File: config.mk
export PLATFORM = sky130hd
export DESIGN_NAME = pe_base_relocation_fixup_unit
export DESIGN_NICKNAME = d
export VERILOG_FILES = /design/src/rtl/prfu_pkg.sv /design/src/rtl/prfu_front.sv /design/src/rtl/prfu_queue.sv /design/src/rtl/prfu_back.sv /design/src/rtl/pe_base_relocation_fixup_unit.sv
export SDC_FILE = /design/constraint.sdc
export NUM_CORES = 1
export LEC_CHECK = 0
export BUFFER_PORTS_ARGS = -buffer_cell sky130_fd_sc_hd__buf_2
export CAP_MARGIN = 10
export CORE_AREA = 2 2 201 203
export DETAILED_ROUTE_END_ITERATION = 8
export DIE_AREA = 0 0 203 205
export GPL_ROUTABILITY_DRIVEN = 0
export PLACE_DENSITY_LB_ADDON = 0.25
export SKIP_LAST_GASP = 1
export SLEW_MARGIN = 10
export SYNTH_ARGS = -nofsm -noshare
export SYNTH_HDL_FRONTEND = slang
export SYNTH_SLANG_ARGS = --single-unit
File: constraint.sdc
create_clock -name clk_i -period 14.6 [get_ports clk_i]
set_clock_uncertainty 0.05 [all_clocks]
set_input_delay 0.73 -clock clk_i [delete_from_list [all_inputs] [get_ports clk_i]]
set_output_delay 0.73 -clock clk_i [all_outputs]
set_load 0.03 [all_outputs]
File: src/rtl/prfu_pkg.sv
`timescale 1ns / 1ps
// ----------------------------------------------------------------------------
// prfu_pkg: shared types and constants of the base relocation fixup unit
// Holds the register indexes, the entry type codes, the access width codes,
// the status codes and the command that travels from the parser to the
// fixup stage.
// ----------------------------------------------------------------------------
package prfu_pkg;

  localparam int DELTA_W = 64;
  localparam int ADDR_W  = 32;
  localparam int HALF_W  = 16;

  localparam int CFG_IDX_W = 2;
  localparam logic [CFG_IDX_W-1:0] CFG_LOAD_DELTA     = 2'd0;
  localparam logic [CFG_IDX_W-1:0] CFG_IMAGE_SIZE     = 2'd1;
  localparam logic [CFG_IDX_W-1:0] CFG_RELOC_DIR_SIZE = 2'd2;

  localparam logic [3:0] TYPE_ABSOLUTE = 4'd0;
  localparam logic [3:0] TYPE_HIGH     = 4'd1;
  localparam logic [3:0] TYPE_LOW      = 4'd2;
  localparam logic [3:0] TYPE_HIGHLOW  = 4'd3;
  localparam logic [3:0] TYPE_DIR64    = 4'd10;

  localparam logic [1:0] ACC_NONE = 2'd0;
  localparam logic [1:0] ACC_16   = 2'd1;
  localparam logic [1:0] ACC_32   = 2'd2;
  localparam logic [1:0] ACC_64   = 2'd3;

  localparam int QDEPTH = 2;
  localparam int QPTR_W = $clog2(QDEPTH);
  localparam int QCNT_W = $clog2(QDEPTH + 1);

  typedef enum logic [2:0] {
    ST_OK,
    ST_BAD_TYPE,
    ST_BAD_SIZE,
    ST_OUT_OF_BOUNDS,
    ST_TRUNCATED
  } status_e;

  typedef enum logic [2:0] {
    KIND_NONE,
    KIND_HIGH,
    KIND_LOW,
    KIND_HIGHLOW,
    KIND_DIR64
  } fix_kind_e;

  typedef struct packed {
    logic [ADDR_W-1:0] target;
    fix_kind_e         kind;
    status_e           status;
    logic              last;
  } cmd_t;

endpackage

File: src/rtl/prfu_front.sv
`timescale 1ns / 1ps
// ----------------------------------------------------------------------------
// prfu_front: relocation stream parser
// Gathers each block header, decodes the entries, checks block sizes, types
// and bounds, and issues one command per result into the command queue.
// ----------------------------------------------------------------------------
module prfu_front import prfu_pkg::*; #(
  parameter int AddrBits = 32
) (
  input  logic              clk_i,
  input  logic              rst_ni,
  input  logic              in_valid_i,
  output logic              in_ready_o,
  input  logic [HALF_W-1:0] rel_half_i,
  input  logic              region_end_i,
  input  logic              delta_zero_i,
  input  logic [31:0]       image_size_i,
  input  logic [31:0]       reloc_dir_size_i,
  input  logic              q_full_i,
  output logic              push_o,
  output cmd_t              cmd_o
);

  typedef enum logic [2:0] {
    PH_PAGE_LO,
    PH_PAGE_HI,
    PH_SIZE_LO,
    PH_SIZE_HI,
    PH_ENTRY
  } phase_e;

  localparam int TgtBits = (AddrBits < ADDR_W) ? AddrBits : ADDR_W;
  localparam logic [ADDR_W-1:0] TgtMask = {ADDR_W{1'b1}} >> (ADDR_W - TgtBits);

  phase_e      phase_q, phase_d;
  logic [31:0] page_q, page_d;
  logic [31:0] size_q, size_d;
  logic [30:0] entries_q, entries_d;
  logic        halted_q, halted_d;

  logic        accept;
  logic [31:0] size_new;
  logic [31:0] size_sub;
  logic [11:0] offset;
  logic [3:0]  etype;
  logic [3:0]  nbytes;
  logic [32:0] sum;
  logic [33:0] sum_end;
  fix_kind_e   kind;
  status_e     err;

  assign in_ready_o = !q_full_i;
  assign accept     = in_valid_i && !q_full_i;
  assign offset     = rel_half_i[11:0];
  assign etype      = rel_half_i[15:12];
  assign size_new   = {rel_half_i, size_q[15:0]};
  assign size_sub   = size_new - 32'd8;
  assign sum        = {1'b0, page_q} + {21'b0, offset};

  always_comb begin
    phase_d   = phase_q;
    page_d    = page_q;
    size_d    = size_q;
    entries_d = entries_q;
    halted_d  = halted_q;
    push_o    = 1'b0;
    cmd_o     = '{target: '0, kind: KIND_NONE, status: ST_OK, last: 1'b0};
    kind      = KIND_NONE;
    nbytes    = 4'd0;
    sum_end   = '0;
    err       = ST_OK;
    if (accept && !halted_q) begin
      if (delta_zero_i) begin
        if (region_end_i) begin
          phase_d   = PH_PAGE_LO;
          page_d    = '0;
          size_d    = '0;
          entries_d = '0;
          push_o    = 1'b1;
          cmd_o.last = 1'b1;
        end
      end else begin
        unique case (phase_q)
          PH_PAGE_LO: begin
            page_d  = {16'b0, rel_half_i};
            phase_d = PH_PAGE_HI;
          end
          PH_PAGE_HI: begin
            page_d  = {rel_half_i, page_q[15:0]};
            phase_d = PH_SIZE_LO;
          end
          PH_SIZE_LO: begin
            size_d  = {16'b0, rel_half_i};
            phase_d = PH_SIZE_HI;
          end
          PH_SIZE_HI: begin
            size_d = size_new;
            if (size_new < 32'd8 || size_new[0] || size_new > reloc_dir_size_i) begin
              err = ST_BAD_SIZE;
            end else begin
              entries_d = size_sub[31:1];
              phase_d   = (size_sub[31:1] != 31'd0) ? PH_ENTRY : PH_PAGE_LO;
            end
          end
          PH_ENTRY: begin
            entries_d = entries_q - 31'd1;
            if (entries_d == 31'd0) begin
              phase_d = PH_PAGE_LO;
            end
            unique case (etype)
              TYPE_ABSOLUTE: kind = KIND_NONE;
              TYPE_HIGH: begin
                kind   = KIND_HIGH;
                nbytes = 4'd2;
              end
              TYPE_LOW: begin
                kind   = KIND_LOW;
                nbytes = 4'd2;
              end
              TYPE_HIGHLOW: begin
                kind   = KIND_HIGHLOW;
                nbytes = 4'd4;
              end
              TYPE_DIR64: begin
                kind   = KIND_DIR64;
                nbytes = 4'd8;
              end
              default: err = ST_BAD_TYPE;
            endcase
            sum_end = {1'b0, sum} + {30'b0, nbytes};
            if (err == ST_OK && kind != KIND_NONE && sum_end > {2'b0, image_size_i}) begin
              err = ST_OUT_OF_BOUNDS;
            end
          end
          default: phase_d = PH_PAGE_LO;
        endcase

        if (err != ST_OK) begin
          halted_d     = 1'b1;
          push_o       = 1'b1;
          cmd_o.status = err;
          cmd_o.last   = 1'b1;
        end else if (region_end_i) begin
          push_o     = 1'b1;
          cmd_o.last = 1'b1;
          if (phase_d != PH_PAGE_LO) begin
            halted_d     = 1'b1;
            cmd_o.status = ST_TRUNCATED;
          end else begin
            phase_d      = PH_PAGE_LO;
            page_d       = '0;
            size_d       = '0;
            entries_d    = '0;
            cmd_o.kind   = kind;
            cmd_o.target = (kind != KIND_NONE) ? (sum[31:0] & TgtMask) : '0;
          end
        end else if (kind != KIND_NONE) begin
          push_o       = 1'b1;
          cmd_o.kind   = kind;
          cmd_o.target = sum[31:0] & TgtMask;
        end
      end
    end
  end

  always_ff @(posedge clk_i or negedge rst_ni) begin
    if (!rst_ni) begin
      phase_q   <= PH_PAGE_LO;
      page_q    <= '0;
      size_q    <= '0;
      entries_q <= '0;
      halted_q  <= 1'b0;
    end else begin
      phase_q   <= phase_d;
      page_q    <= page_d;
      size_q    <= size_d;
      entries_q <= entries_d;
      halted_q  <= halted_d;
    end
  end

endmodule

File: src/rtl/prfu_queue.sv
`timescale 1ns / 1ps
// ----------------------------------------------------------------------------
// prfu_queue: command queue
// A short first-in first-out queue of parser commands that lets the parser
// and the fixup stage stall independently.
// ----------------------------------------------------------------------------
module prfu_queue import prfu_pkg::*; (
  input  logic clk_i,
  input  logic rst_ni,
  input  logic push_i,
  input  cmd_t cmd_i,
  output logic full_o,
  output logic empty_o,
  input  logic pop_i,
  output cmd_t cmd_o
);

  cmd_t              mem_q [QDEPTH];
  logic [QPTR_W-1:0] wr_ptr_q, wr_ptr_d;
  logic [QPTR_W-1:0] rd_ptr_q, rd_ptr_d;
  logic [QCNT_W-1:0] count_q, count_d;
  logic              do_push;
  logic              do_pop;

  assign full_o  = (count_q == QCNT_W'(QDEPTH));
  assign empty_o = (count_q == '0);
  assign do_push = push_i && !full_o;
  assign do_pop  = pop_i && !empty_o;
  assign cmd_o   = mem_q[rd_ptr_q];

  always_comb begin
    wr_ptr_d = wr_ptr_q;
    rd_ptr_d = rd_ptr_q;
    count_d  = count_q;
    if (do_push) begin
      wr_ptr_d = (wr_ptr_q == QPTR_W'(QDEPTH - 1)) ? '0 : wr_ptr_q + QPTR_W'(1);
    end
    if (do_pop) begin
      rd_ptr_d = (rd_ptr_q == QPTR_W'(QDEPTH - 1)) ? '0 : rd_ptr_q + QPTR_W'(1);
    end
    if (do_push && !do_pop) begin
      count_d = count_q + QCNT_W'(1);
    end else if (do_pop && !do_push) begin
      count_d = count_q - QCNT_W'(1);
    end
  end

  always_ff @(posedge clk_i or negedge rst_ni) begin
    if (!rst_ni) begin
      wr_ptr_q <= '0;
      rd_ptr_q <= '0;
      count_q  <= '0;
    end else begin
      wr_ptr_q <= wr_ptr_d;
      rd_ptr_q <= rd_ptr_d;
      count_q  <= count_d;
    end
  end

  always_ff @(posedge clk_i) begin
    if (do_push) begin
      mem_q[wr_ptr_q] <= cmd_i;
    end
  end

endmodule

File: src/rtl/prfu_back.sv
`timescale 1ns / 1ps
// ----------------------------------------------------------------------------
// prfu_back: fixup command builder
// Takes commands from the queue, derives the access width and the addend
// from the load delta and holds the result in the output register.
// ----------------------------------------------------------------------------
module prfu_back import prfu_pkg::*; (
  input  logic               clk_i,
  input  logic               rst_ni,
  input  logic               q_empty_i,
  input  cmd_t               cmd_i,
  output logic               pop_o,
  input  logic [DELTA_W-1:0] load_delta_i,
  output logic               out_valid_o,
  input  logic               out_ready_i,
  output logic [ADDR_W-1:0]  target_addr_o,
  output logic [1:0]         access_width_o,
  output logic [DELTA_W-1:0] addend_o,
  output logic [2:0]         status_o,
  output logic               final_res_o
);

  logic               valid_q;
  logic [ADDR_W-1:0]  target_q;
  logic [1:0]         width_q, width_d;
  logic [DELTA_W-1:0] addend_q, addend_d;
  status_e            status_q;
  logic               last_q;

  assign pop_o = !q_empty_i && (!valid_q || out_ready_i);

  always_comb begin
    unique case (cmd_i.kind)
      KIND_HIGH: begin
        width_d  = ACC_16;
        addend_d = {48'b0, load_delta_i[31:16]};
      end
      KIND_LOW: begin
        width_d  = ACC_16;
        addend_d = {48'b0, load_delta_i[15:0]};
      end
      KIND_HIGHLOW: begin
        width_d  = ACC_32;
        addend_d = {32'b0, load_delta_i[31:0]};
      end
      KIND_DIR64: begin
        width_d  = ACC_64;
        addend_d = load_delta_i;
      end
      default: begin
        width_d  = ACC_NONE;
        addend_d = '0;
      end
    endcase
  end

  always_ff @(posedge clk_i or negedge rst_ni) begin
    if (!rst_ni) begin
      valid_q <= 1'b0;
    end else if (pop_o) begin
      valid_q <= 1'b1;
    end else if (out_ready_i) begin
      valid_q <= 1'b0;
    end
  end

  always_ff @(posedge clk_i) begin
    if (pop_o) begin
      target_q <= cmd_i.target;
      width_q  <= width_d;
      addend_q <= addend_d;
      status_q <= cmd_i.status;
      last_q   <= cmd_i.last;
    end
  end

  assign out_valid_o    = valid_q;
  assign target_addr_o  = target_q;
  assign access_width_o = width_q;
  assign addend_o       = addend_q;
  assign status_o       = status_q;
  assign final_res_o    = last_q;

endmodule

File: src/rtl/pe_base_relocation_fixup_unit.sv
`timescale 1ns / 1ps
// ----------------------------------------------------------------------------
// pe_base_relocation_fixup_unit: base relocation fixup engine
// The relocation region enters one halfword per beat on the input channel
// (rel_half_i, region_end_i on the last halfword). Each block header is a
// page address and a block size, two halfwords each, low half first; each
// entry then yields at most one fixup command on the output channel with its
// target, access width, addend, status and final flag. Errors give one final
// result with a non-zero status, after which input beats are consumed but
// produce nothing until reset. The user writes the load delta, the image size
// and the relocation directory size on the configuration channel while idle
// only; the unit does not enforce it. A halfword is taken every cycle while
// the queue has room; each result is registered in the command queue, then in
// the output register. When the receiver stalls, the two-entry command queue
// fills and the input channel then stalls. Reset clears the configuration
// registers, the parser state and the halt flag; no clearing pass is needed.
// ----------------------------------------------------------------------------
module pe_base_relocation_fixup_unit import prfu_pkg::*; #(
  parameter int ADDR_BITS = 32
) (
  input  logic                 clk_i,
  input  logic                 rst_ni,
  input  logic                 cfg_valid_i,
  output logic                 cfg_ready_o,
  input  logic [CFG_IDX_W-1:0] cfg_index_i,
  input  logic [DELTA_W-1:0]   cfg_data_i,
  input  logic                 in_valid_i,
  output logic                 in_ready_o,
  input  logic [HALF_W-1:0]    rel_half_i,
  input  logic                 region_end_i,
  output logic                 out_valid_o,
  input  logic                 out_ready_i,
  output logic [ADDR_W-1:0]    target_addr_o,
  output logic [1:0]           access_width_o,
  output logic [DELTA_W-1:0]   addend_o,
  output logic [2:0]           status_o,
  output logic                 final_res_o
);

  logic [DELTA_W-1:0] load_delta_q;
  logic [31:0]        image_size_q;
  logic [31:0]        reloc_dir_size_q;

  logic push;
  logic pop;
  logic q_full;
  logic q_empty;
  cmd_t cmd_in;
  cmd_t cmd_out;

  assign cfg_ready_o = 1'b1;

  always_ff @(posedge clk_i or negedge rst_ni) begin
    if (!rst_ni) begin
      load_delta_q     <= '0;
      image_size_q     <= '0;
      reloc_dir_size_q <= '0;
    end else if (cfg_valid_i) begin
      unique case (cfg_index_i)
        CFG_LOAD_DELTA:     load_delta_q     <= cfg_data_i;
        CFG_IMAGE_SIZE:     image_size_q     <= cfg_data_i[31:0];
        CFG_RELOC_DIR_SIZE: reloc_dir_size_q <= cfg_data_i[31:0];
        default: ;
      endcase
    end
  end

  prfu_front #(
    .AddrBits(ADDR_BITS)
  ) u_front (
    .clk_i           (clk_i),
    .rst_ni          (rst_ni),
    .in_valid_i      (in_valid_i),
    .in_ready_o      (in_ready_o),
    .rel_half_i      (rel_half_i),
    .region_end_i    (region_end_i),
    .delta_zero_i    (load_delta_q == '0),
    .image_size_i    (image_size_q),
    .reloc_dir_size_i(reloc_dir_size_q),
    .q_full_i        (q_full),
    .push_o          (push),
    .cmd_o           (cmd_in)
  );

  prfu_queue u_queue (
    .clk_i  (clk_i),
    .rst_ni (rst_ni),
    .push_i (push),
    .cmd_i  (cmd_in),
    .full_o (q_full),
    .empty_o(q_empty),
    .pop_i  (pop),
    .cmd_o  (cmd_out)
  );

  prfu_back u_back (
    .clk_i         (clk_i),
    .rst_ni        (rst_ni),
    .q_empty_i     (q_empty),
    .cmd_i         (cmd_out),
    .pop_o         (pop),
    .load_delta_i  (load_delta_q),
    .out_valid_o   (out_valid_o),
    .out_ready_i   (out_ready_i),
    .target_addr_o (target_addr_o),
    .access_width_o(access_width_o),
    .addend_o      (addend_o),
    .status_o      (status_o),
    .final_res_o   (final_res_o)
  );

endmodule

==> results of run 1 <==
-- flip-flops by register name (all words and copies together) (netlist names), 3 cells and up --
signal and flops:
image_size_q 32, load_delta_q 64, reloc_dir_size_q 32, u_back.addend_o 64
u_back.status_o 3, u_back.target_addr_o 32, u_front.entries_q 31, u_front.page_q 32
u_front.phase_q 3, u_front.size_q 16, u_queue.mem_q 78
-- cell usage in the layout (no fill, tap or decap), drive strengths merged, types with 27 or more instances in the layout --
cell	n
nand2	142
dfrtp	216
o22ai	34
xnor2	58
buf	212
inv	113
nand3	63
o21ai	44
a21o	34
nand4	41
mux2	166
nor2	119
nor4	49
nor3	40
o211ai	27
clkbuf	63
edfxtp	180
and2	46
a21oi	71
ha	84
xor2	42
-- kinds of logic (layout without fill, tap and decap cells) --
family,Yosys count,in the layout
xor+xnor,100,100
simple gates,641,641
buf+inv,233,398
flops,396,396
mux,167,167
fa+ha+maj,86,86
compound gates,358,358
other cells,1,1
-- report_power, final --
group          internal (uW)  switching [uW]  total [uW]
sequential              1510             276        1790
combinational            819            1550        2370
clock                    602             445        1050
-- how the worst max path moves through the flow --
stage,cells after the start,to,slack [ps],from
2_1_floorplan,26,u_queue.mem_q[0][17],8540,rel_half_i[0]
3_3_place_gp,29,u_queue.mem_q[0][13],7360,rel_half_i[0]
3_5_place_dp,29,u_queue.mem_q[0][13],7180,rel_half_i[0]
4_1_cts,29,u_queue.mem_q[0][13],7770,rel_half_i[0]
5_1_grt,29,u_queue.mem_q[0][13],7210,rel_half_i[0]
6_report,29,u_queue.mem_q[0][13],7580,rel_half_i[0]
-- per-stage QoR --
stage / total power, uW / std cells / utilization [%]
6_report: 5200 / 2672 / 61.5
5_1_grt: 5500 / 2672 / 61.5
4_1_cts: 5180 / 2672 / 61.5
3_5_place_dp: 4110 / 2596 / 58.0
3_3_place_gp: 4060 / 2596 / 58.0
2_1_floorplan: 3460 / 1982 / -
-- routing by layer --
layer / GRT usage [%] / part of all wire (%) / vias up
met2: 44.8 / 47 / 715
met4: 11.1 / 3.7 / 0
met1: 39.8 / 42 / 8224
li1: - / - / 7592
met5: 0 / 0 / -
met3: 3.75 / 7.3 / 137
-- cell type report --
type / count / area (um2) / area share (%)
Inverter: 110 / 415 / 1.72
Tap cell: 525 / 657 / 2.71
Clock inverter: 13 / 92.6 / 0.382
Clock buffer: 63 / 1260 / 5.21
Timing Repair Buffer: 212 / 1120 / 4.64
Multi-Input combinational cell: 1353 / 9850 / 40.7
Sequential cell: 396 / 10800 / 44.7
==> summary.txt, run 1 <==
Status
  – Status: complete, no violations

Global routing
  – Largest net degree at the start of global routing: 84
  – Initial antenna violation count: 0
  – Total GRT Usage: 28.3%
  – Vias in the first global route: 15860
  – GR Overflow Total: 0
  – First-pass GRT wire length: 90.9 mm

Synth
  – Simple-gate portion of the synthesized area: 15.9%
  – Post-Synth XOR/XNOR Area: 4.07%
  – Mapped Cells: 1982
  – Largest cells by area after synthesis: dfrtp_1 (25%), edfxtp_1 (25%), mux2_2 (8.7%), ha_1 (4.9%), nand2_1 (2.5%)
  – Largest family of logic cells by synthesized area: simple AND/OR/NAND/NOR gates
  – Share of the synthesized area in the top cell type: 25.1%
  – Yosys top cell by area: dfrtp_1
  – Mean Syn Cell Area: 10.9 um2
  – Sequential area share after synthesis: 50.2%
  – Synth Flop Type: dfrtp_1
  – Mux share of post-synthesis cell area: 8.72%
  – Netlist cell types: 81
  – Compound-Gate Fraction of Synth Area: 11.7%
  – Count leader, synth: dfrtp_1
  – Synth top cells by count: dfrtp_1 (216), edfxtp_1 (180), mux2_2 (166)
  – Number of synthesized flops with an enable pin: 180
  – Synth Net Count: 2156
  – Number of synthesized register bits: 396
  – Synth warn: 0
  – Fraction of registers with async set/reset: 54.5%
  – Adder-Cell Fraction of Synth Area: 5.06%
  – Synthesized area: 21500 um2

Drt
  – Routed len/inst: 22.2 um
  – Drt initial violations: 1721
  – DRT Wirelength: 59.3 mm
  – First-pass iteration count of the detailed router: 5
  – Post-route ant nets: 0
  – Via Count: 16668
  – DRC: 0
  – Vias per Instance: 6.24

CTS
  – Clock Path Buffers: 3
  – CTS tree: built
  – CTS Hold Bufs: 0
  – Num CTS Buffers: 42
  – Post CTS Setup Buffer Count: 0
  – Sink Count: 396
  – Clk pin slew, worst setup/hold paths: 60 ps
  – Clock root cell: clkbuf_16
  – Resized Gates After CTS: 0
  – H-tree lvl count: 2
  – Clock Latency Late Sink: 580 ps

Worst setup path
  – R2R depth: 28
  – Setup CP Type: in -> reg
  – Setup crit start kind: primary input
  – CP max stage cell: nor3_1
  – CP bufs+invs: 5
  – Critical Path Fanout Max: 40
  – R2R Path End: u_queue.mem_q[0][13]
  – Slowest stage delay, CP: 550 ps
  – Reg-to-reg setup timing slack: 7620 ps
  – Worst r2r src: u_front.page_q[0]
  – CP arrival: 7370 ps
  – Most frequent CP cell: a21oi_1
  – Worst Path Required: 14950 ps
  – Setup crit end kind: flip-flop
  – Top cell family by delay on the critical path: simple AND/OR/NAND/NOR gates

Min path
  – Hold Path Class: in -> async

Pwr
  – Worst vdd ir: 0.229 mV
  – Leak Pwr: 0.0102 uW
  – Power Density: 215 nW/um2

Layout
  – Nets@finish: 2289
  – Filler cells: 3167
  – P&R area growth vs syn: 12.4%
  – Antenna diodes: 0
  – Share of cells above drive strength 1: 23.1%
  – Design area: 24200 um2

Timing
  – Final hold violations: 0
  – Worst Max-Slew Pin Slew: 1170 ps
  – Period utilization: 48.1%
  – Final worst setup slack: 7580 ps
  – Crit path time final: 7020 ps
  – RSZ-0062 raised after global routing: false
  – F_max: 0.142 GHz
  – Final setup viols: 0
  – Setup_tns: 0 ps
  – Final hold slack: 55.4 ps
  – Relative slew slack: 21.7%
  – Max Slew Vio Count: 0

Placed design
  – Pre-CTS setup slack: 7180 ps
  – Post-DP Area: 22900 um2
  – Number of port buffers: 191
  – HPWL reported at the end of detailed placement: 42.0 mm

Run
  – MaxCap Viol Count: 0

Floorplan
  – Core area: 39400 um2
  – Die span in x: 203 um
  – Num rows: 73
  – Io pins: 193
  – Die height: 205 um
  – Die Area: 41600 um2
  – Initial core utilization: 54.7%
No activity file was read; power rests on OpenSTA's default activity.
==> run 2, diff against run 1 <==
==> constraint.sdc (replaced) <==
create_clock -name clk_i -period 5.95 [get_ports clk_i]
set_clock_uncertainty 0.05 [all_clocks]
set_input_delay 0.2975 -clock clk_i [delete_from_list [all_inputs] [get_ports clk_i]]
set_output_delay 0.2975 -clock clk_i [all_outputs]
set_load 0.03 [all_outputs]
==> run 2 against run 1 <==
Effect of this change: the run now ends with setup timing left; sequential power is 150% higher; die area did not move; sequential share of layout area is 3.3 points lower; cell count up 6.1%; critical endpoint is now u_queue.mem_q[1][13]; worst hold slack worse by 28 ps; critical path depth fell by 4.
==> summary.txt, run 2 (synthesis gave the netlist of run 1 again) <==
Timing
  – Setup_tns: -1590 ps (-1590 ps)
  – Final setup viols: 54 (+54)
  – Crit path time final: 6060 ps
  – Relative slew slack: 20.4% (-1.4 points)
  – Worst Max-Slew Pin Slew: 1190 ps (+21.6 ps)
  – Period utilization: 102%
  – Max Slew Vio Count: 0 (unchanged)
  – Final worst setup slack: -109 ps (-7690 ps)
  – Final hold violations: 0 (unchanged)
  – RSZ-0062 raised after global routing: true
  – F_max: 0.165 GHz

Drt
  – Post-route ant nets: 0 (unchanged)
  – DRT Wirelength: 61.9 mm (+4.4%)
  – First-pass iteration count of the detailed router: 7 (+2)
  – Routed len/inst: 21.8 um (-1.6%)
  – Via Count: 17308 (+3.8%)
  – DRC: 0 (unchanged)
  – Vias per Instance: 6.11 (-2.1%)
  – Drt initial violations: 1905 (+11%)

CTS
  – Sink Count: 396 (unchanged)
  – Clock root cell: clkbuf_16
  – Clk pin slew, worst setup/hold paths: 60 ps (about the same)
  – H-tree lvl count: 2 (unchanged)
  – Clock Path Buffers: 3 (unchanged)
  – CTS tree: built
  – Clock Latency Late Sink: 580 ps (about the same)
  – Num CTS Buffers: 42 (unchanged)

Worst setup path
  – Setup crit start kind: flip-flop
  – Setup crit end kind: flip-flop
  – Critical Path Fanout Max: 8 (-80%)
  – Worst Path Required: 6300 ps (-8650 ps)
  – CP arrival: 6410 ps (-960 ps)
  – Setup CP Type: reg -> reg

Placed design
  – Number of port buffers: 191 (unchanged)
  – Post-DP Area: 23500 um2 (+3.0%)
  – HPWL reported at the end of detailed placement: 43.2 mm (+2.8%)

Layout
  – Nets@finish: 2449 (+7.0%)
  – P&R area growth vs syn: 21.2%
  – Number of flip-flops in the largest register: 78 (unchanged)
  – Most frequent cells in the layout: dfrtp_1 (215), buf_2 (190), edfxtp_1 (180), mux2_2 (166), nand2_1 (141)
  – Commonest non-fill, non-tap cell in the layout: dfrtp_1
  – Top reg by flops: u_queue.mem_q
  – Share of cells above drive strength 1: 27.9% (+4.8 points)
  – Design area: 26100 um2 (+7.9%)
  – Antenna diodes: 0 (unchanged)

Global routing
  – Largest net degree at the start of global routing: 166 (+98%)
  – Total GRT Usage: 29.1% (+0.80 points)
  – Initial antenna violation count: 2 (+2)
  – First-pass GRT wire length: 93.7 mm (+3.1%)
  – GR Overflow Total: 0 (unchanged)
  – Vias in the first global route: 16496 (+4.0%)

Status
  – Failing checks: setup timing
  – Status: finished with violations

Pwr
  – Leak Pwr: 0.0111 uW (+9.0%)
  – Sw Ratio: 42.5% (-1.1 points)
  – P_int: 7660 uW (+160%)
  – Gate power share: 46.9% (+1.4 points)
  – Worst vdd ir: 0.406 mV (+78%)
  – Sw power: 5670 uW (+150%)
  – Power Density: 510 nW/um2 (+140%)
  – Final Power: 13300 uW (+160%)
  – Clock network fraction of total power: 20.2% (about the same)
  – Sequential share of power: 33.0% (-1.4 points)

Floorplan
  – Io pins: 193 (unchanged)
  – Num rows: 73 (unchanged)
  – Die height: 205 um (unchanged)
  – Die Area: 41600 um2 (unchanged)
  – Core area: 39400 um2 (unchanged)
  – Initial core utilization: 54.7% (unchanged)
  – Die span in x: 203 um (unchanged)

Min path
  – Hold Path Class: in -> reg

Run
  – MaxCap Viol Count: 0 (unchanged)
run 2: worst max-delay path, cell delays in order (launching register included):
cell	delay (ps)
dfrtp_1	410
ha_4	160
inv_2	40
fa_2	390
nand2b_4	170
a21bo_4	230
a2111o_1	530
nand2_2	120
xnor2_2	90
nor4_2	350
and3_1	250
nand3b_1	160
buf_6	170
nor3b_4	170
xnor2_1	110
ha_1	320
a211o_1	260
a221o_1	270
a21o_1	150
a31oi_1	170
a21oi_2	100
a21oi_2	130
o21ai_2	90
or4b_4	600
buf_12	190
nor3_4	190
run 2: per-stage QoR:
stage / instances / utilization, % / setup WS, ps / hold WS (ps)
2_1_floorplan: 1982 / - / 290 / -48.1
3_3_place_gp: 2683 / 59.8 / -154 / 197
3_5_place_dp: 2683 / 59.8 / -310 / 200
4_1_cts: 2813 / 64.8 / 1.48 / 4.70
5_1_grt: 2834 / 66.4 / -330 / 6.27
6_report: 2834 / 66.4 / -109 / 27.4
run 2: area by class of cell:
| class | count | area, um2 |
|---|---|---|
| Clock buffer | 58 | 1200 |
| Clock inverter | 20 | 220 |
| Fill cell | 2934 | 13200 |
| Inverter | 110 | 415 |
| Multi-Input combinational cell | 1353 | 10100 |
| Sequential cell | 396 | 10800 |
| Tap cell | 525 | 657 |
| Timing Repair Buffer | 372 | 2670 |
run 2: per-layer routing:
metal,part of all wire [%],global-route usage (%)
met1,42,41.4
met2,47,45.6
met3,7.8,4.74
met4,2.9,9.57
met5,0,0
run 2: power groups by stage:
stage | Sequential (uW) | Clock (uW) | Combinational [uW]
finish | 4390 | 2690 | 6250
CTS | 4360 | 2730 | 5990
detailed placement | 4400 | 0 | 5920
floorplan | 4700 | 0 | 3800
global placement | 4370 | 0 | 5800
global route | 4470 | 2850 | 6780
run 2: worst paths after layout:
path                            cells after the start  slack (ps)               from               endpoint
max in group asynchronous                           3        4370             rst_ni       image_size_q[20]
worst min register to register                      1         400   u_front.halted_q       u_front.halted_q
worst min-delay path                                2          30     cfg_data_i[25]       image_size_q[25]
worst max register to register                     25        -110  u_front.page_q[0]   u_queue.mem_q[1][13]
worst max-delay path                               25        -110  u_front.page_q[0]   u_queue.mem_q[1][13]
min in group asynchronous                           2         170             rst_ni  u_front.entries_q[15]
run 2: timing repair:
action | CTS | global route
hold buffers | 51 | 0
buffers inserted | 1 | 12
endpoints found under the setup margin | 126 | 156
pin swaps | 3 | 27
gates resized for setup | 7 | 68
endpoints found under the hold margin | 127 | 0
gates cloned | 0 | 9
